`src/rtl/hrpd_pkg.sv`:
```
package hrpd_pkg;

    // default configuration of the block
    localparam int DEF_NUM_CHANNELS  = 2;
    localparam int DEF_PAYLOAD_BYTES = 10;

    // payload bytes carried by one input word
    localparam int IN_BYTES = 10;
    localparam int IN_W     = IN_BYTES * 8;

    // accepted heart rate window, plus the special rate of one
    localparam logic [7:0] RATE_MIN  = 8'd30;
    localparam logic [7:0] RATE_MAX  = 8'd240;
    localparam logic [7:0] RATE_ONE  = 8'd1;

    // 60 * 1024 in Q16.8
    localparam logic [23:0] RATE_NUMER = 24'd15728640;

    localparam int QUO_W = 24;
    localparam int DEN_W = 16;

    // byte offsets, channel 0 (pod mode adds POD_SHIFT)
    localparam logic [3:0] OFF0_HR   = 4'd0;
    localparam logic [3:0] OFF0_SEQ  = 4'd1;
    localparam logic [3:0] OFF0_TIME = 4'd2;
    localparam logic [3:0] OFF0_PREV = 4'd4;
    localparam logic [3:0] POD_SHIFT = 4'd4;
    // byte offsets, channel 1
    localparam logic [3:0] OFF1_HR   = 4'd7;
    localparam logic [3:0] OFF1_SEQ  = 4'd6;
    localparam logic [3:0] OFF1_TIME = 4'd4;

    // register map (word index)
    localparam logic REG_POD_MODE = 1'b0;

    typedef enum logic [1:0] {
        STAT_NEW      = 2'd0,
        STAT_BAD_RATE = 2'd1,
        STAT_DUP      = 2'd2,
        STAT_IGNORED  = 2'd3
    } status_t;

    typedef enum logic [1:0] {
        ST_IDLE,
        ST_EVAL,
        ST_DIV,
        ST_OUT
    } state_t;

    // controller -> datapath
    typedef struct packed {
        logic load_in;
        logic eval;
        logic load_out;
    } cmd_t;

    // datapath -> controller
    typedef struct packed {
        logic need_div;
        logic div_busy;
        logic out_free;
    } sts_t;

endpackage

```
`src/rtl/hrpd_div.sv`:
```
module hrpd_div (
    input  logic                       aclk,
    input  logic                       aresetn,
    input  logic                       start,
    input  logic [hrpd_pkg::QUO_W-1:0] numer,
    input  logic [hrpd_pkg::DEN_W-1:0] denom,
    output logic                       busy,
    output logic [hrpd_pkg::QUO_W-1:0] quotient
);
    import hrpd_pkg::*;

    localparam int CNT_W = $clog2(QUO_W);

    logic             busy_reg, busy_next;
    logic [CNT_W-1:0] cnt_reg, cnt_next;
    logic [QUO_W-1:0] quo_reg, quo_next;
    logic [DEN_W-1:0] den_reg, den_next;
    logic [DEN_W-1:0] rem_reg, rem_next;
    logic [DEN_W:0]   trial;
    logic [DEN_W:0]   diff;

    // restoring division, one quotient bit per cycle
    always_comb begin
        trial     = {rem_reg, quo_reg[QUO_W-1]};
        diff      = trial - {1'b0, den_reg};
        busy_next = busy_reg;
        cnt_next  = cnt_reg;
        quo_next  = quo_reg;
        den_next  = den_reg;
        rem_next  = rem_reg;
        if (start) begin
            busy_next = 1'b1;
            cnt_next  = '0;
            quo_next  = numer;
            den_next  = denom;
            rem_next  = '0;
        end else if (busy_reg) begin
            if (trial >= {1'b0, den_reg}) begin
                rem_next = diff[DEN_W-1:0];
                quo_next = {quo_reg[QUO_W-2:0], 1'b1};
            end else begin
                rem_next = trial[DEN_W-1:0];
                quo_next = {quo_reg[QUO_W-2:0], 1'b0};
            end
            cnt_next = cnt_reg + 1'b1;
            if (cnt_reg == CNT_W'(QUO_W - 1)) begin
                busy_next = 1'b0;
            end
        end
    end

    always_ff @(posedge aclk) begin
        if (!aresetn) begin
            busy_reg <= 1'b0;
            cnt_reg  <= '0;
        end else begin
            busy_reg <= busy_next;
            cnt_reg  <= cnt_next;
        end
        quo_reg <= quo_next;
        den_reg <= den_next;
        rem_reg <= rem_next;
    end

    assign busy     = busy_reg;
    assign quotient = quo_reg;

endmodule

```
`src/rtl/hrpd_ctrl.sv`:
```
module hrpd_ctrl (
    input  logic           aclk,
    input  logic           aresetn,
    input  logic           s_axis_tvalid,
    output logic           s_axis_tready,
    input  hrpd_pkg::sts_t sts,
    output hrpd_pkg::cmd_t cmd
);
    import hrpd_pkg::*;

    state_t state_reg, state_next;

    always_comb begin
        state_next = state_reg;
        case (state_reg)
            ST_IDLE: begin
                if (s_axis_tvalid) begin
                    state_next = ST_EVAL;
                end
            end
            ST_EVAL: begin
                state_next = sts.need_div ? ST_DIV : ST_OUT;
            end
            ST_DIV: begin
                if (!sts.div_busy) begin
                    state_next = ST_OUT;
                end
            end
            ST_OUT: begin
                if (sts.out_free) begin
                    state_next = ST_IDLE;
                end
            end
            default: state_next = ST_IDLE;
        endcase
    end

    always_comb begin
        s_axis_tready = 1'b0;
        cmd           = '0;
        case (state_reg)
            ST_IDLE: begin
                s_axis_tready = 1'b1;
                cmd.load_in   = s_axis_tvalid;
            end
            ST_EVAL: begin
                cmd.eval = 1'b1;
            end
            ST_OUT: begin
                cmd.load_out = sts.out_free;
            end
            default: begin
                cmd = '0;
            end
        endcase
    end

    always_ff @(posedge aclk) begin
        if (!aresetn) begin
            state_reg <= ST_IDLE;
        end else begin
            state_reg <= state_next;
        end
    end

    a_div_then_out: assert property (@(posedge aclk) disable iff (!aresetn)
        state_reg == ST_DIV && !sts.div_busy |=> state_reg == ST_OUT)
        else $error("divider finished but no result was written");

    a_eval_after_accept: assert property (@(posedge aclk) disable iff (!aresetn)
        cmd.load_in |=> cmd.eval)
        else $error("accepted word not evaluated in the next cycle");

endmodule

```
`src/rtl/hrpd_dp.sv`:
```
module hrpd_dp #(
    parameter int NUM_CHANNELS  = hrpd_pkg::DEF_NUM_CHANNELS,
    parameter int PAYLOAD_BYTES = hrpd_pkg::DEF_PAYLOAD_BYTES
) (
    input  logic                      aclk,
    input  logic                      aresetn,
    input  logic                      pod_mode,
    input  logic [hrpd_pkg::IN_W-1:0] s_axis_tdata,
    input  logic [1:0]                s_axis_tuser,
    output logic                      m_axis_tvalid,
    input  logic                      m_axis_tready,
    output logic [63:0]               m_axis_tdata,
    output logic [2:0]                m_axis_tuser,
    input  hrpd_pkg::cmd_t            cmd,
    output hrpd_pkg::sts_t            sts
);
    import hrpd_pkg::*;

    localparam int PAY_W = PAYLOAD_BYTES * 8;

    // input word register
    logic            in_ch_reg;
    logic            in_bc_reg;
    logic [IN_W-1:0] in_pay_reg;

    // per-channel history, cleared at reset
    logic [NUM_CHANNELS-1:0][PAY_W-1:0] last_pay_reg, last_pay_next;
    logic [NUM_CHANNELS-1:0][15:0]      last_beat_reg, last_beat_next;
    logic [NUM_CHANNELS-1:0][7:0]       last_seq_reg, last_seq_next;

    // result fields held between evaluation and output
    status_t     res_status_reg;
    logic        res_ch_reg;
    logic [7:0]  res_seq_reg;
    logic [7:0]  res_hr_reg;
    logic [15:0] res_time_reg;
    logic        res_bad_seq_reg;
    logic        res_bad_old_reg;
    logic        res_div_reg;

    // output register
    logic        m_valid_reg, m_valid_next;
    logic [63:0] m_data_reg;
    logic [2:0]  m_user_reg;

    logic        ch_valid;
    logic        ch_idx;
    logic [3:0]  hr_off, seq_off, time_off, prev_off;
    logic [7:0]  hr_c, seq_c;
    logic [15:0] time_c, prev_c, delta_c;
    logic        rate_ok, dup_c, bad_seq_c, bad_old_c, need_div_c;
    status_t     status_c;
    logic [QUO_W-1:0] div_numer, div_quo;
    logic             div_busy;
    logic [QUO_W-1:0] rate_out;

    function automatic logic [7:0] byte_at(input logic [IN_W-1:0] p, input logic [3:0] off);
        logic [7:0] b;
        b = 8'd0;
        if (int'(off) < PAYLOAD_BYTES) begin
            b = p[{off, 3'b000} +: 8];
        end
        return b;
    endfunction

    always_comb begin
        ch_valid = in_bc_reg && (int'(in_ch_reg) < NUM_CHANNELS);
        ch_idx   = (NUM_CHANNELS > 1) ? in_ch_reg : 1'b0;
        if (!in_ch_reg) begin
            hr_off   = pod_mode ? OFF0_HR   + POD_SHIFT : OFF0_HR;
            seq_off  = pod_mode ? OFF0_SEQ  + POD_SHIFT : OFF0_SEQ;
            time_off = pod_mode ? OFF0_TIME + POD_SHIFT : OFF0_TIME;
            prev_off = pod_mode ? OFF0_PREV + POD_SHIFT : OFF0_PREV;
        end else begin
            hr_off   = OFF1_HR;
            seq_off  = OFF1_SEQ;
            time_off = OFF1_TIME;
            prev_off = OFF0_PREV;
        end
        hr_c   = byte_at(in_pay_reg, hr_off);
        seq_c  = byte_at(in_pay_reg, seq_off);
        time_c = {byte_at(in_pay_reg, time_off + 4'd1), byte_at(in_pay_reg, time_off)};
        prev_c = {byte_at(in_pay_reg, prev_off + 4'd1), byte_at(in_pay_reg, prev_off)};

        rate_ok   = (hr_c == RATE_ONE) || (hr_c >= RATE_MIN && hr_c <= RATE_MAX);
        dup_c     = in_pay_reg[PAY_W-1:0] == last_pay_reg[ch_idx];
        delta_c   = time_c - last_beat_reg[ch_idx];
        bad_seq_c = seq_c != (last_seq_reg[ch_idx] + 8'd1);
        bad_old_c = !in_ch_reg && (prev_c != last_beat_reg[ch_idx]);

        if (!ch_valid) begin
            status_c = STAT_IGNORED;
        end else if (!rate_ok) begin
            status_c = STAT_BAD_RATE;
        end else if (dup_c) begin
            status_c = STAT_DUP;
        end else begin
            status_c = STAT_NEW;
        end
        need_div_c = (status_c == STAT_NEW) && (delta_c != 16'd0);
        // rounding to nearest: add half the divisor to the numerator
        div_numer  = RATE_NUMER + QUO_W'(delta_c[15:1]);
    end

    always_comb begin
        last_pay_next  = last_pay_reg;
        last_beat_next = last_beat_reg;
        last_seq_next  = last_seq_reg;
        if (cmd.eval && status_c == STAT_NEW) begin
            last_pay_next[ch_idx]  = in_pay_reg[PAY_W-1:0];
            last_beat_next[ch_idx] = time_c;
            last_seq_next[ch_idx]  = seq_c;
        end
    end

    hrpd_div u_div (
        .aclk     (aclk),
        .aresetn  (aresetn),
        .start    (cmd.eval && need_div_c),
        .numer    (div_numer),
        .denom    (delta_c),
        .busy     (div_busy),
        .quotient (div_quo)
    );

    always_comb begin
        rate_out     = res_div_reg ? div_quo : '0;
        m_valid_next = m_valid_reg;
        if (cmd.load_out) begin
            m_valid_next = 1'b1;
        end else if (m_axis_tready) begin
            m_valid_next = 1'b0;
        end
    end

    always_ff @(posedge aclk) begin
        if (!aresetn) begin
            last_pay_reg  <= '0;
            last_beat_reg <= '0;
            last_seq_reg  <= '0;
            m_valid_reg   <= 1'b0;
        end else begin
            last_pay_reg  <= last_pay_next;
            last_beat_reg <= last_beat_next;
            last_seq_reg  <= last_seq_next;
            m_valid_reg   <= m_valid_next;
        end
        if (cmd.load_in) begin
            in_ch_reg  <= s_axis_tuser[0];
            in_bc_reg  <= s_axis_tuser[1];
            in_pay_reg <= s_axis_tdata;
        end
        if (cmd.eval) begin
            res_status_reg  <= status_c;
            res_ch_reg      <= in_ch_reg;
            res_seq_reg     <= ch_valid ? seq_c  : 8'd0;
            res_hr_reg      <= ch_valid ? hr_c   : 8'd0;
            res_time_reg    <= ch_valid ? time_c : 16'd0;
            res_bad_seq_reg <= (status_c == STAT_NEW) && bad_seq_c;
            res_bad_old_reg <= (status_c == STAT_NEW) && bad_old_c;
            res_div_reg     <= need_div_c;
        end
        if (cmd.load_out) begin
            m_data_reg <= {6'd0, res_bad_old_reg, res_bad_seq_reg, rate_out,
                           res_time_reg, res_hr_reg, res_seq_reg};
            m_user_reg <= {res_ch_reg, res_status_reg};
        end
    end

    assign sts.need_div  = need_div_c;
    assign sts.div_busy  = div_busy;
    assign sts.out_free  = !m_valid_reg || m_axis_tready;
    assign m_axis_tvalid = m_valid_reg;
    assign m_axis_tdata  = m_data_reg;
    assign m_axis_tuser  = m_user_reg;

    a_start_idle_div: assert property (@(posedge aclk) disable iff (!aresetn)
        cmd.eval |-> !div_busy)
        else $error("division started while divider busy");

    a_history_kept: assert property (@(posedge aclk) disable iff (!aresetn)
        cmd.eval && status_c != STAT_NEW |=> $stable(last_beat_reg) && $stable(last_seq_reg))
        else $error("channel history changed on a rejected word");

endmodule

```
`src/rtl/heart_rate_page_decoder.sv`:
```
// path: ignored, rejected or duplicate words and new beats with an unchanged
//   beat time go from evaluation to the output register; other new beats first
//   pass the 24-step shift-subtract divider computing the interval rate
// throughput: one word at a time, taken only once the last result is written
// reset: aresetn synchronous active low; clears pod_mode, channel history
//   (payload, beat time, sequence) and the handshake state
module heart_rate_page_decoder #(
    parameter int NUM_CHANNELS  = hrpd_pkg::DEF_NUM_CHANNELS,
    parameter int PAYLOAD_BYTES = hrpd_pkg::DEF_PAYLOAD_BYTES
) (
    input  logic        aclk,
    input  logic        aresetn,

    // configuration port
    input  logic        psel,
    input  logic        penable,
    input  logic        pwrite,
    input  logic [2:0]  paddr,
    input  logic [31:0] pwdata,
    output logic [31:0] prdata,
    output logic        pready,

    // input words
    input  logic        s_axis_tvalid,
    output logic        s_axis_tready,
    input  logic [79:0] s_axis_tdata,  // byte0 .. byte9, byte0 lowest
    input  logic [1:0]  s_axis_tuser,  // channel, is_broadcast

    // result words
    output logic        m_axis_tvalid,
    input  logic        m_axis_tready,
    output logic [63:0] m_axis_tdata,  // sequence_res, reported_rate, beat_time,
                                       // interval_rate, bad_sequence,
                                       // bad_previous_time, zero pad
    output logic [2:0]  m_axis_tuser   // status (2 bits), chan_out
);
    import hrpd_pkg::*;

    cmd_t cmd;
    sts_t sts;

    logic pod_mode_reg, pod_mode_next;
    logic cfg_wr;
    logic reg_sel;

    // register decode: paddr[2] selects the word; only word 0 holds a register
    assign reg_sel = paddr[2];
    assign pready  = 1'b1;
    assign cfg_wr  = psel && penable && pwrite && pready;

    always_comb begin
        pod_mode_next = pod_mode_reg;
        if (cfg_wr && reg_sel == REG_POD_MODE) begin
            pod_mode_next = pwdata[0];
        end
    end

    // read back, unmapped addresses read zero
    always_comb begin
        prdata = 32'd0;
        if (reg_sel == REG_POD_MODE) begin
            prdata = {31'd0, pod_mode_reg};
        end
    end

    always_ff @(posedge aclk) begin
        if (!aresetn) begin
            pod_mode_reg <= 1'b0;
        end else begin
            pod_mode_reg <= pod_mode_next;
        end
    end

    // sequencer: idle, evaluate, divide, write result
    hrpd_ctrl u_ctrl (
        .aclk          (aclk),
        .aresetn       (aresetn),
        .s_axis_tvalid (s_axis_tvalid),
        .s_axis_tready (s_axis_tready),
        .sts           (sts),
        .cmd           (cmd)
    );

    // field pick, checks, channel history, divider and output register
    hrpd_dp #(
        .NUM_CHANNELS  (NUM_CHANNELS),
        .PAYLOAD_BYTES (PAYLOAD_BYTES)
    ) u_dp (
        .aclk          (aclk),
        .aresetn       (aresetn),
        .pod_mode      (pod_mode_reg),
        .s_axis_tdata  (s_axis_tdata),
        .s_axis_tuser  (s_axis_tuser),
        .m_axis_tvalid (m_axis_tvalid),
        .m_axis_tready (m_axis_tready),
        .m_axis_tdata  (m_axis_tdata),
        .m_axis_tuser  (m_axis_tuser),
        .cmd           (cmd),
        .sts           (sts)
    );

endmodule

```
`config.mk`:
```
export PLATFORM = sky130hd
export DESIGN_NAME = heart_rate_page_decoder
export DESIGN_NICKNAME = d
export VERILOG_FILES = /design/src/rtl/hrpd_pkg.sv /design/src/rtl/hrpd_div.sv /design/src/rtl/hrpd_ctrl.sv /design/src/rtl/hrpd_dp.sv /design/src/rtl/heart_rate_page_decoder.sv
export SDC_FILE = /design/constraint.sdc
export NUM_CORES = 1
export LEC_CHECK = 0
export ABC_AREA = 1
export BUFFER_PORTS_ARGS = -buffer_cell sky130_fd_sc_hd__buf_2
export CORE_ASPECT_RATIO = 2
export CORE_MARGIN = 5
export CORE_UTILIZATION = 50
export CTS_CLUSTER_DIAMETER = 30
export DETAILED_ROUTE_END_ITERATION = 10
export PLACE_DENSITY = 0.69
export SETUP_SLACK_MARGIN = 0.2
export SLEW_MARGIN = 20
export SYNTH_ARGS = -nofsm -noshare
export SYNTH_HDL_FRONTEND = slang
export SYNTH_HIERARCHICAL = 1
export SYNTH_SLANG_ARGS = --single-unit
```
`constraint.sdc`:
```
create_clock -name aclk -period 8.05 [get_ports aclk]
set_clock_uncertainty 0.2 [all_clocks]
set_input_delay 0.805 -clock aclk [delete_from_list [all_inputs] [get_ports aclk]]
set_output_delay 0.805 -clock aclk [all_outputs]
set_load 0.05 [all_outputs]
```
### Word level (Yosys, flattened, before mapping)

Cells that the tools add are included.
Widths: inputs -> output; s select.

| storage, ports and cells | value |
|---|---|
| bits in registers | 455 |
| input bits | 124 |
| output and inout bits | 102 |
| word-level logic and storage cells | 138 |

| cells by class | value |
|---|---|
| $add $sub $neg | 7 |
| $lt $le $gt $ge | 11 |
| eq/ne operators | 11 |
| shift-type cells | 6 |
| muxes and demuxes | 51 |
| bitwise operators | 2 |
| reductions and logical operators | 22 |

Operators by type and width:

| cell | number |
|---|---|
| $shiftx 80x8->8 | 6 |
| $mux 80 | 3 |
| $bwmux 160 | 1 |
| $demux 80 s1 | 1 |
| $eq 80x80->1 | 1 |
| $mux 8 | 9 |
| $mux 16 | 4 |
| $mux 24 | 2 |
| $bwmux 32 | 1 |
| $sub 16x16->16 | 2 |
| $lt 4x4->1 const B | 6 |
| $add 21x16->22 const A | 1 |
| $ge 17x16->1 | 1 |
| $bwmux 16 | 1 |
| $demux 16 s1 | 1 |
| $mux 4 | 4 |
| $ne 16x16->1 | 1 |
| $reduce_bool 16->1 | 1 |
| $mux 1 | 12 |
| $mux 2 | 6 |
| $mux 3 | 4 |
| $logic_and 1x1->1 | 11 |
| $add 4x1->4 const B | 2 |
| $add 8x1->8 const B | 1 |
| 21 further kinds | 28 |

### Longest topological paths before layout

Gate-level depths: netlist of the first run.

| logic depth | value |
|---|---|
| word-level depth | 13 |
| depth in mapped cells | 30 |
| mapped depth without buffers | 24 |

### Cells and area by module

The synthesis of the first run kept the hierarchy.

By module, submodules not included:

| module | times used | cells an instance | area each (um^2) | sequential area each (um^2) |
|---|---|---|---|---|
| hrpd_dp | 1 | 2835 | 19922.9 | 9619.2 |
| hrpd_div | 1 | 480 | 3808.7 | 1641.6 |
| heart_rate_page_decoder | 1 | 46 | 314.1 | 20.0 |
| hrpd_ctrl | 1 | 33 | 200.2 | 40.0 |

### Worst setup path before layout of the first run

Ideal clock, no wire load.

| timing path | value |
|---|---|
| path type | reg2reg |
| from | reg u_dp.in_ch_reg (netlist: u_dp/ch_idx) |
| to | reg u_dp.u_div.quo_reg[0] (netlist: u_dp/u_div/quotient[0]), enable pin |
| library setup time | 0.369 ns |
| arrival time | 4.862 ns |
| required time | 7.481 ns |
| setup slack | 2.619 ns |
| stages on the path, launching flop included | 27 |
| path buffers | 7 |
| clock period less this slack | 5.431 ns |
| cell sequence | edfxtp_1 > inv_2 > buf_4 > buf_2 > nand2_1 > buf_2 > buf_2 > buf_1 > buf_2 > o22ai_1 > o21bai_1 > ha_1 > a21oi_1 > nand2_1 > a21oi_1 > nand3b_1 > nand2_1 > nand2_1 > nand2_1 > nand2_1 > nor2_1 > nand3_1 > nand2_1 > nor2_1 > clkbuf_1 > nor2_1 > inv_2 |

| between the ends | value |
|---|---|
| elaborated cells between the ends (all ways) | 31 |
| classes of those cells | 2 x add/sub; 5 x order compare; 2 x eq/ne; 3 x shift; 12 x mux; 7 x reduce/logical |

RTL lines:

| element | line | RTL |
|---|---|---|
| start, declared | hrpd_dp.sv:22 | `logic in_ch_reg;` |
| start signal, assigned | hrpd_dp.sv:149 | `in_ch_reg <= s_axis_tuser[0];` |
| $mux 4 (*) | hrpd_dp.sv:69 | `if (!in_ch_reg) begin` |
| $shiftx 80x8->8 or $lt 4x4->1 (tied branches) | hrpd_dp.sv:61, hrpd_dp.sv:60 |  |
| $mux 8 (*) | hrpd_dp.sv:60 | `if (int'(off) < PAYLOAD_BYTES) begin` |
| named net u_dp.time_c[3] | hrpd_dp.sv:50 | `logic [15:0] time_c, prev_c, delta_c;` |
| $sub 16x16->16 (*) | hrpd_dp.sv:87 | `delta_c = time_c - last_beat_reg[ch_idx];` |
| $reduce_bool 16->1 (*) | hrpd_dp.sv:100 | `need_div_c = (status_c == STAT_NEW) && (delta_c != 16'd0);` |
| $logic_and 1x1->1 (*) | hrpd_dp.sv:100 |  |
| $logic_and 1x1->1 (*) | hrpd_dp.sv:119 | `.start (cmd.eval && need_div_c),` |
| $reduce_bool 2->1 (no source line) (*) | n/a |  |
| end signal, assigned | hrpd_div.sv:60 | `quo_reg <= quo_next;` |
| end, declared | hrpd_div.sv:16 | `logic [QUO_W-1:0] quo_reg, quo_next;` |

Mark *: on every way through the listed nets, which the timed path passes. The rest lies on a longest branch. The select of a mux whose other input is x is not followed.
A chain may end at the register's enable or synchronous reset.

### Final worst setup path of the first run

| timing path | value |
|---|---|
| from | reg u_dp.in_ch_reg (netlist: u_dp/ch_idx) |
| to | reg u_dp.u_div.rem_reg[0] |

| between the ends | value |
|---|---|
| word-level cells in the longest chain between the ends | 11 |
| elaborated cells between the ends (all ways) | 30 |
| classes of those cells | 2 x add/sub; 5 x order compare; 2 x eq/ne; 3 x shift; 12 x mux; 6 x reduce/logical |

Ends and longest elaborated chain:

| element | line | RTL |
|---|---|---|
| branches (longest 9 deep; another with $sub 16x16->16) | n/a |  |
| $logic_and 1x1->1 (*) | hrpd_dp.sv:100 |  |
| $logic_and 1x1->1 (*) | hrpd_dp.sv:119 |  |
| end signal, assigned | hrpd_div.sv:62 | `rem_reg <= rem_next;` |
| end, declared | hrpd_div.sv:18 | `logic [DEN_W-1:0] rem_reg, rem_next;` |

Mark *: on every way between the ends. The select of a mux whose other input is x is not followed.

==> results of run 1 <==
[area by class of cell]
cell class | count | area [sq um] | share of cell area
flip-flops and latches | 455 | 11300 | 0.410
multi-input cells | 2271 | 10100 | 0.367
inverters | 547 | 2060 | 0.0745
clock buffers | 78 | 1830 | 0.0665
repair buffers | 170 | 922 | 0.0334
well taps | 638 | 798 | 0.0289
clock inverters | 47 | 514 | 0.0186
diodes | 1 | 2.50 | 0.0000907
[where the power goes]
group,internal (W),total (W),switching [W]
registers,0.00309,0.00344,0.000345
logic,0.000956,0.00335,0.00240
clock network,0.00179,0.00298,0.00118
total,0.00584,0.00977,0.00393
[cells by family (layout without fill, tap and decap cells)]
family                     after synthesis  count (layout)  share of synthesized area
and+or+nand+nor                       1989            1989                      0.336
buffers and inverters                  711             842                      0.123
DFF                                    455             455                      0.467
AOI/OAI and AO/OA                      151             151                     0.0363
xor gates and xnor gates                44              44                     0.0159
adders and majority gates               40              40                     0.0213
other                                    4              48                   0.000619
[worst max-delay path, delay by kind of cell (launching register included)]
kind            cells  cell delay [ns]
simple gates       12             2.07
flops               1             0.38
compound gates      4             1.23
fa+ha+maj           2             0.69
buf+inv             4             1.31
[routing by layer]
metal	up-vias	track usage	part of all wire	routed length, um
li1	10500	-	-	-
met1	9297	0.252	0.35	24100
met2	642	0.475	0.51	35700
met3	220	0.0430	0.051	3570
met4	0	0.201	0.090	6270
met5	-	0	0	0
[final timing paths]
kind	start	endpoint	cells after the start
hold / removal	s_axis_tdata[47]	u_dp/in_pay_reg[47]	1
hold reg to reg	u_dp/res_seq_reg[3]	u_dp/m_axis_tdata[3]	0
setup reg to reg	u_dp/ch_idx	u_dp/u_div/rem_reg[0]	22
setup / recovery	u_dp/ch_idx	u_dp/u_div/rem_reg[0]	22
[Yosys cell counts, drive strengths merged (19+ instances only)]
master	count
dfxtp	234
nor2	481
buf	118
a21oi	33
nand2	1236
inv	545
o22ai	19
ha	38
clkbuf	46
o21ai	62
nand3	185
nand4	43
xor2	30
edfxtp	221
[through the flow]
stage | hold WS [ns] | setup slack (ns) | total power [W] | cell area [sq um]
after floorplan | 0.200 | 2.62 | 0.00583 | 24400
after global placement | 0.203 | 2.19 | 0.00676 | 25200
after detailed placement | 0.205 | 2.09 | 0.00680 | 25200
after CTS | 0.148 | 2.06 | 0.00981 | 27600
after global routing | 0.164 | 1.71 | 0.0104 | 27600
final | 0.173 | 2.06 | 0.00977 | 27600
==> impl_metrics.csv, run 1 <==
group,metric,value,unit
global_routing,gr-total-overflow,0,
timing,max_freq,167,MHz
yosys,ys_seq_area_frac,0.467,
clock_tree,clk_latency,0.61,ns
yosys,synth_top_area_frac,0.274,
place,dp_cells,4081,
setup_path,reg2reg_setup_slack,2.06,ns
final_layout,largest_reg_flops,160,
global_routing,antenna_found_initial,1,
place,port-buffer-count,154,
timing,setup-violations-final,0,
setup_path,crit_chain,"clkinv_2 -> nand2_1 -> buf_4 -> o22ai_1 -> a21oi_1 -> ha_1 -> inv_1 -> fa_1 -> nand3_1 -> nand2_1 -> a21oi_1 -> nand3b_1 -> nand3_1 -> nand2_1 -> nand2_1 -> nor2_1 -> nand3_1 -> nand2_1 -> nor2_4 -> nor2_1 -> inv_2 -> o21ai_0",
clock_tree,cts_sinks,455,
setup_path,cp_slowest_cell,"nor2_1",
drt,initialDrtViolationCount,1387,
drt,dr.pass1.iters,9,
timing,tightest_slew,1.05,ns
floorplan,core,0.0482,sq mm
run,drv_cap,0,
floorplan,pin_count,226,
setup_path,cp_common_cell,"nand2_1",
timing,fin_crit,5.99,ns
yosys,synth_largest_area_cell,"edfxtp_1",
clock_tree,cts_tree,"yes",
yosys,synth-edff-count,221,
setup_path,critical_path.max_stage_delay,0.57,ns
place,dp_hpwl,51100,um
timing,rsz0062_at_grt,"false",
clock_tree,cts_buffers,68,
yosys,synth_warnings,6,
yosys,ys_ff_latch,455,
worst_hold_path,hp-class,"input port to flop",
clock_tree,cts_root_buffer,"clkbuf_16",
setup_path,crit_required,8.33,ns
floorplan,num_rows,114,
floorplan,dieArea,0.0533,sq mm
power_and_ir_drop,pwr_density_cell,354,mW/mm^2
drt,wl,69700,um
power_and_ir_drop,power_leakage,14.2,nW
place,gp_congestion,1.00,
clock_tree,clk_path_buf_depth,3,
clock_tree,clk_pin_slew,0.06,ns
timing,fin_tns_setup,0,ns
yosys,synth_area_leaders,"edfxtp_1 27%, dfxtp_1 19%, nand2_1 19%",
yosys,synth.cell_area,0.0242,sq mm
yosys,synthCells,3394,
clock_tree,cts_hold_buf,0,
global_routing,grt_pass1_vias,19800,
setup_path,crit_path_max_fanout,47,
clock_tree,cts-htree-levels,3,
timing,slew_violations,0,
yosys,synth_cell_types,53,
yosys,synthFlopType,"dfxtp_1",
timing,finalHoldViolCount,0,
global_routing,grt_start_max_net_pins,209,
setup_path,crit_arrival,6.27,ns
power_and_ir_drop,ir_worst_vdd,0.231,mV
timing,slew_headroom,0.291,
final_layout,area_growth,13.8,%
final_layout,fin_cells,4207,
final_layout,fin_nets,3677,
setup_path,crit_type,"flop to flop",
clock_tree,cts_setup_buffers,0,
final_layout,mostFrequentLayoutCells,"1226 x nand2_1, 535 x inv_1, 467 x nor2_1",
floorplan,die_height,321,um
final_layout,final_core_util,0.572,
final_layout,n_fill_cell,4630,
floorplan,die_w,166,um
final_layout,drive_above_1_share,0.0975,
yosys,avgSynthCellArea,7.14,sq um
drt,vias,20700,
clock_tree,cts_resized,0,
setup_path,crit_path_end_kind,"flop",
timing,finalCritPeriodShare,0.745,
run_status,status,"finished, final reports clean",
drt,postRouteAntennaNets,0,
global_routing,grt_usage,0.257,
drt,viasPerCell,4.92,
yosys,synthArstFlopShare,0,
global_routing,grt_pass1_wl,107000,um
floorplan,start_util,0.503,
final_layout,mostFrequentLayoutCell,"nand2_1",
setup_path,start_kind,"flop",
drt,drc_errors,0,
drt,wl_per_cell,16.6,um
Note: power is estimated with default switching activity, not from simulation.
==> run 2: changes to the inputs <==
==> constraint.sdc (replaced) <==
create_clock -name aclk -period 5.6 [get_ports aclk]
set_clock_uncertainty 0.2 [all_clocks]
set_input_delay 0.56 -clock aclk [delete_from_list [all_inputs] [get_ports aclk]]
set_output_delay 0.56 -clock aclk [all_outputs]
set_load 0.05 [all_outputs]
==> run 2 against run 1 <==
  * Die area did not move
  * Utilization rose by 2.4 points
  * Hold slack worse by 0.090 ns
  * Total power increased by 48%
  * Critical path type unchanged
  * Largest power group unchanged
  * First-iteration DRC count increased by 2.0%
  * Setup slack lost 1.4 ns
  * Register-to-register slack worse by 1.4 ns
  * Count of clock-buffer cells in the layout rose by 1
  * Fmax grew 21%
  * Sequential power up 43%
  * Sequential cell count did not move
  * Critical path depth fell by 6
  * Highest routed layer unchanged
==> impl_metrics.csv, run 2 (synthesized netlist as in run 1, its figures left out) <==
group,metric,value,unit
worst_hold_path,hp-start,"pwdata[0]",
power_and_ir_drop,power_leakage,14.7,nW
global_routing,grt_pass1_wl,108000,um
final_layout,mostFrequentLayoutCell,"nand2_1",
power_and_ir_drop,ir_worst_vdd,0.356,mV
timing,fin_crit,4.95,ns
power_and_ir_drop,intPower,0.00873,W
setup_path,cp_slowest_cell,"buf_4",
drt,wl,69900,um
final_layout,final_core_util,0.596,
run_status,status,"finished, final reports clean",
drt,initialDrtViolationCount,1415,
setup_path,crit_path_end_kind,"flop",
drt,wl_per_cell,16.2,um
setup_path,crit_family,"buffers and inverters",
setup_path,crit_arrival,4.97,ns
floorplan,die_w,166,um
final_layout,final_area,0.0287,sq mm
global_routing,grt_usage,0.258,
global_routing,grt_busiest_layer,"met2",
power_and_ir_drop,pwr_density_cell,503,mW/mm^2
clock_tree,clk_latency,0.61,ns
clock_tree,cts_sinks,455,
global_routing,gr-total-overflow,0,
setup_path,r2r_end,"u_dp/u_div/quotient[17]",
drt,postRouteAntennaNets,0,
final_layout,largest_reg_flops,160,
global_routing,met2_usage,0.467,
power_and_ir_drop,netSwitchingFraction,0.396,
final_layout,area_growth,18.5,%
final_layout,fin_cells,4309,
setup_path,crit_path_max_fanout,82,
final_layout,multiInputGateArea,0.0101,sq mm
drt,viasPerCell,4.88,
clock_tree,clk_path_buf_depth,3,
global_routing,grtUsageMet3,0.0394,
setup_path,crit_type,"flop to flop",
setup_path,start_kind,"flop",
clock_tree,clk_pin_slew,0.05,ns
clock_tree,cts_buffers,73,
timing,finalCritPeriodShare,0.884,
power_and_ir_drop,p_sw,0.00573,W
final_layout,n_fill_cell,4543,
setup_path,critical_path.max_stage_delay,0.61,ns
global_routing,antenna_found_initial,1,
place,dp_cells,4091,
power_and_ir_drop,seqPwrFrac,0.341,
setup_path,crit_chain,"buf_12 -> buf_4 -> o21ai_0 -> ha_1 -> a21oi_1 -> o21ai_0 -> inv_1 -> nand3_1 -> xor2_1 -> or2_2 -> nor2_1 -> nand3_1 -> nand2_1 -> nor2_4 -> nor2_1 -> inv_2",
floorplan,die_height,321,um
drt,drc_errors,0,
timing,setup-violations-final,0,
worst_hold_path,hold_end,"pod_mode_reg",
run,drv_cap,0,
power_and_ir_drop,comb_power_share,0.338,
clock_tree,cts-htree-levels,3,
final_layout,drive_above_1_share,0.100,
timing,fin_tns_setup,0,ns
clock_tree,cts_resized,0,
timing,finalHoldViolCount,0,
timing,tightest_slew,1.10,ns
worst_hold_path,holdPathStages,5,
timing,slew_violations,0,
worst_hold_path,hp-class,"input port to flop",
final_layout,seq_area,0.0113,sq mm
clock_tree,cts_setup_buffers,0,
floorplan,start_util,0.503,
place,gp_congestion,0.989,
timing,rsz0062_at_grt,"false",
setup_path,r2r_start,"u_dp/ch_idx",
drt,dr.pass1.iters,7,
place,port-buffer-count,154,
place,dp_hpwl,51100,um
timing,slew_headroom,0.259,
floorplan,num_rows,114,
setup_path,reg2reg_setup_slack,0.65,ns
setup_path,crit_required,5.62,ns
clock_tree,cts_root_buffer,"clkbuf_16",
final_layout,mostFrequentLayoutCells,"1226 x nand2_1, 535 x inv_1, 467 x nor2_1",
place,postPlaceCellArea,0.0254,sq mm
clock_tree,cts_tree,"yes",
floorplan,pin_count,226,
global_routing,grt_start_max_net_pins,123,
timing,max_freq,202,MHz
global_routing,grt_pass1_vias,19900,
global_routing,use_met1,0.255,
power_and_ir_drop,clock_power_share,0.321,
setup_path,r2r_cells,16,
power_and_ir_drop,power,0.0145,W
setup_path,worst-path-buf-inv,4,
floorplan,dieArea,0.0533,sq mm
final_layout,fin_nets,3774,
floorplan,core,0.0482,sq mm
drt,vias,21000,
## run 2: cell types whose count changed in the layout (fill, tap and decap cells not counted), moves of 3 or more
cell / previous run / this run
dlygate4sd3_1: 0 / 82
inv_6: 10 / 23
buf_4: 14 / 20
clkinv_8: 8 / 2
clkbuf_16: 71 / 76
buf_12: 2 / 6
bufinv_16: 3 / 6
clkbuf_8: 3 / 0
clkinv_2: 8 / 5
## run 2: worst max path at each step
stage                 startpoint                      end  slack, ns  depth (start not counted)
floorplan            u_dp/ch_idx   u_dp/u_div/quotient[0]       0.43                         26
global placement     u_dp/ch_idx  u_dp/u_div/quotient[20]       0.83                         16
detailed placement  pod_mode_reg  u_dp/u_div/quotient[18]       0.73                         16
CTS                 pod_mode_reg  u_dp/u_div/quotient[22]       0.72                         16
global route         u_dp/ch_idx          u_dp/u_div/busy       0.40                         18
finish               u_dp/ch_idx  u_dp/u_div/quotient[17]       0.65                         16
## run 2: area by class of cell
cell class,instances,share of cell area
multi-input combinational,2271,0.353
inverter,547,0.0715
sequential,455,0.394
clock buffer,79,0.0666
timing repair buffer,262,0.0650
antenna,1,0.0000871
tap,638,0.0278
clock inverter,56,0.0222
## run 2: what timing repair did
action / 4_1_cts / 5_1_grt
endpoints found under the setup margin: 0 / 0
endpoints found under the hold margin: 82 / 0
hold buffers: 82 / 0
## run 2: stage by stage
| stage | hold slack [ns] | setup WS [ns] |
|---|---|---|
| after floorplan | 0.200 | 0.428 |
| after global placement | 0.203 | 0.825 |
| after detailed placement | 0.207 | 0.729 |
| after CTS | 0.0643 | 0.715 |
| after global routing | 0.0996 | 0.403 |
| final | 0.0826 | 0.647 |
## run 2: worst reg2reg max path: stages, from the launching register on
cell      delay, ns
edfxtp_1       0.41
buf_12         0.32
buf_4          0.71
o21ai_0        0.28
ha_1           0.47
a21oi_1        0.13
o21ai_0        0.40
inv_1          0.09
nand3_1        0.15
xor2_1         0.23
or2_2          0.15
nor2_1         0.04
nand3_1        0.10
nand2_1        0.11
nor2_4         0.15
nor2_1         0.08
inv_2          0.53
## run 2: power groups by stage
| stage | combinational, W | clock, W | sequential [W] |
|---|---|---|---|
| 5_1_grt | 0.00544 | 0.00489 | 0.00500 |
| 6_report | 0.00488 | 0.00465 | 0.00493 |
| 3_3_place_gp | 0.00474 | 0 | 0.00498 |
| 2_1_floorplan | 0.00345 | 0 | 0.00494 |
| 4_1_cts | 0.00486 | 0.00474 | 0.00493 |
| 3_5_place_dp | 0.00479 | 0 | 0.00499 |
## run 2: per-layer routing
layer	up-vias	part of all wire
li1	10700	-
met1	9425	0.34
met2	622	0.51
met3	236	0.046
met4	0	0.10
met5	-	0
==> run 3: changes to the inputs <==
--- a/config.mk
+++ b/config.mk
@@ -7,12 +7,14 @@
 export LEC_CHECK = 0
 export ABC_AREA = 1
 export BUFFER_PORTS_ARGS = -buffer_cell sky130_fd_sc_hd__buf_2
+export CELL_PAD_IN_SITES_DETAIL_PLACEMENT = 1
+export CELL_PAD_IN_SITES_GLOBAL_PLACEMENT = 1
 export CORE_ASPECT_RATIO = 2
 export CORE_MARGIN = 5
-export CORE_UTILIZATION = 50
+export CORE_UTILIZATION = 44
 export CTS_CLUSTER_DIAMETER = 30
 export DETAILED_ROUTE_END_ITERATION = 10
-export PLACE_DENSITY = 0.69
+export PLACE_DENSITY_LB_ADDON = 0.1
 export SETUP_SLACK_MARGIN = 0.2
 export SLEW_MARGIN = 20
 export SYNTH_ARGS = -nofsm -noshare
==> run 3 against run 2 <==
  * Register-to-register slack worse by 0.06 ns
  * Setup slack worse by 0.055 ns
  * Sequential power grew 1%
  * Count of clock-buffer cells in the layout is 5 higher
  * Highest routed layer unchanged
  * Sequential cell count unchanged
==> impl_metrics.csv, run 3 (synthesized netlist as in run 1, its figures left out) <==
group,metric,value,unit
power_and_ir_drop,seqPwrFrac,0.324,
drt,drc_errors,0,
worst_hold_path,hp-class,"input port to flop",
final_layout,mostFrequentLayoutCell,"nand2_1",
floorplan,pin_count,226,
drt,viasPerCell,5.14,
global_routing,grt_usage,0.302,
timing,finalHoldViolCount,0,
clock_tree,cts_buffers,76,
drt,vias,22500,
clock_tree,cts_setup_buffers,0,
clock_tree,cts_root_buffer,"clkbuf_16",
timing,fin_tns_setup,0,ns
clock_tree,cts_tree,"yes",
power_and_ir_drop,comb_power_share,0.345,
final_layout,n_fill_cell,6844,
clock_tree,cts_resized,0,
place,dp_hpwl,67800,um
final_layout,mostFrequentLayoutCells,"1226 x nand2_1, 535 x inv_1, 467 x nor2_1",
setup_path,cp_slowest_cell,"inv_2",
drt,wl_per_cell,20.9,um
drt,dr.pass1.iters,5,
setup_path,crit_chain,"buf_12 -> nor2_4 -> a22oi_1 -> o21ai_0 -> ha_1 -> a21oi_1 -> o21ai_0 -> inv_1 -> nand3_1 -> xor2_1 -> or2_2 -> nor2_1 -> nand3_1 -> nand2_1 -> nor2_4 -> nor2_1 -> inv_2",
setup_path,reg2reg_setup_slack,0.59,ns
global_routing,grt_start_max_net_pins,153,
timing,slew_violations,0,
power_and_ir_drop,clock_power_share,0.331,
global_routing,grt_pass1_vias,24200,
setup_path,critical_path.max_stage_delay,0.53,ns
timing,setup-violations-final,0,
final_layout,antenna_cells,0,
drt,initialDrtViolationCount,1139,
power_and_ir_drop,power_leakage,14.8,nW
floorplan,die_w,176,um
timing,finalCritPeriodShare,0.894,
place,dp_slack,0.623,ns
clock_tree,clk_pin_slew,0.06,ns
setup_path,crit_path_end_kind,"flop",
global_routing,gr-total-overflow,0,
drt,wl,91500,um
setup_path,crit_required,5.62,ns
clock_tree,cts-htree-levels,3,
global_routing,antenna_found_initial,1,
setup_path,crit_path_max_fanout,113,
final_layout,fin_cells,4366,
timing,tightest_slew,1.01,ns
worst_hold_path,hp-start,"pwdata[0]",
drt,postRouteAntennaNets,0,
power_and_ir_drop,p_sw,0.00618,W
power_and_ir_drop,intPower,0.00916,W
final_layout,area_growth,20.1,%
final_layout,largest_reg_flops,160,
floorplan,die_height,342,um
final_layout,fin_nets,3791,
timing,slew_headroom,0.328,
place,postPlaceCellArea,0.0255,sq mm
run,drv_cap,0,
setup_path,start_kind,"flop",
power_and_ir_drop,netSwitchingFraction,0.403,
global_routing,grt_pass1_wl,138000,um
setup_path,r2r_cells,17,
power_and_ir_drop,ir_worst_vdd,0.382,mV
floorplan,start_util,0.445,
setup_path,crit_type,"flop to flop",
timing,max_freq,200,MHz
run_status,status,"finished, final reports clean",
place,gp_congestion,0.972,
timing,hold_ws,0.111,ns
setup_path,worstSetupStartpoint,"u_dp/ch_idx",
floorplan,core,0.0545,sq mm
timing,rsz0062_at_grt,"false",
clock_tree,clk_latency,0.61,ns
clock_tree,cts_hold_buf,81,
setup_path,r2r_end,"u_dp/u_div/quotient[11]",
clock_tree,cts_sinks,455,
setup_path,critPathCapture,"u_dp/u_div/quotient[11]",
final_layout,drive_above_1_share,0.106,
floorplan,num_rows,121,
timing,fin_crit,5.01,ns
floorplan,dieArea,0.0602,sq mm
setup_path,crit_arrival,5.03,ns
final_layout,final_area,0.0291,sq mm
setup_path,r2r_start,"u_dp/ch_idx",
place,dp_cells,4144,
timing,fin_ws,0.592,ns
clock_tree,clk_path_buf_depth,3,
power_and_ir_drop,pwr_density_cell,527,mW/mm^2
place,port-buffer-count,154,
## run 3: cell count changes in the layout (fill, tap and decap cells not counted), moves of 3 or more
cell and delta:
buf_4 +16, bufinv_16 +6, clkbuf_16 +3, clkbuf_8 +3, clkinv_2 +3, clkinvlp_4 +5
inv_6 -13
## run 3: final cells by class
cell class | instances | area [sq um] | area share
clock buffers | 84 | 2030 | 0.0696
clock inverters | 57 | 772 | 0.0265
inverters | 547 | 2060 | 0.0706
multi-input cells | 2271 | 10100 | 0.348
flip-flops and latches | 455 | 11300 | 0.389
well taps | 676 | 846 | 0.0291
repair buffers | 276 | 1960 | 0.0673
## run 3: how the worst min path moves through the flow
stage                     slack [ns]  cells past startpoint               endpoint
after floorplan                 0.20                      0   u_dp/m_axis_tdata[0]
after global placement          0.21                      0   u_dp/m_axis_tuser[2]
after detailed placement        0.21                      0  u_dp/m_axis_tdata[13]
after CTS                       0.09                      1            u_dp/ch_idx
after global routing            0.07                      1            u_dp/ch_idx
final                           0.11                      5           pod_mode_reg
## run 3: through the flow
stage	utilization	total power (W)
final	0.534	0.0153
after CTS	0.534	0.0154
after global routing	0.534	0.0162
after floorplan	-	0.00839
after global placement	0.468	0.0100
after detailed placement	0.468	0.0102
## run 3: worst max-delay path, delay by kind of cell (launching register included)
family	cells	cell delay, ns
adder cells (fa/ha/maj)	1	0.49
XOR/XNOR	1	0.24
AO/OA/AOI/OAI	4	1.07
buffers and inverters	3	1.09
AND/OR/NAND/NOR	8	1.09
flip-flops	1	0.41
## run 3: per-layer routing
| layer | vias to the layer above | global-route usage | part of all wire |
|---|---|---|---|
| met3 | 288 | 0.0371 | 0.034 |
| met5 | - | 0 | 0 |
| met2 | 587 | 0.579 | 0.54 |
| met1 | 10800 | 0.273 | 0.32 |
| met4 | 0 | 0.258 | 0.10 |
| li1 | 10800 | - | - |
## run 3: power groups by stage
| stage | registers, W | logic (W) | clock network [W] |
|---|---|---|---|
| 4_1_cts | 0.00498 | 0.00530 | 0.00515 |
| 3_5_place_dp | 0.00504 | 0.00521 | 0 |
| 2_1_floorplan | 0.00494 | 0.00345 | 0 |
| 5_1_grt | 0.00504 | 0.00582 | 0.00532 |
| 6_report | 0.00498 | 0.00529 | 0.00507 |
| 3_3_place_gp | 0.00500 | 0.00503 | 0 |
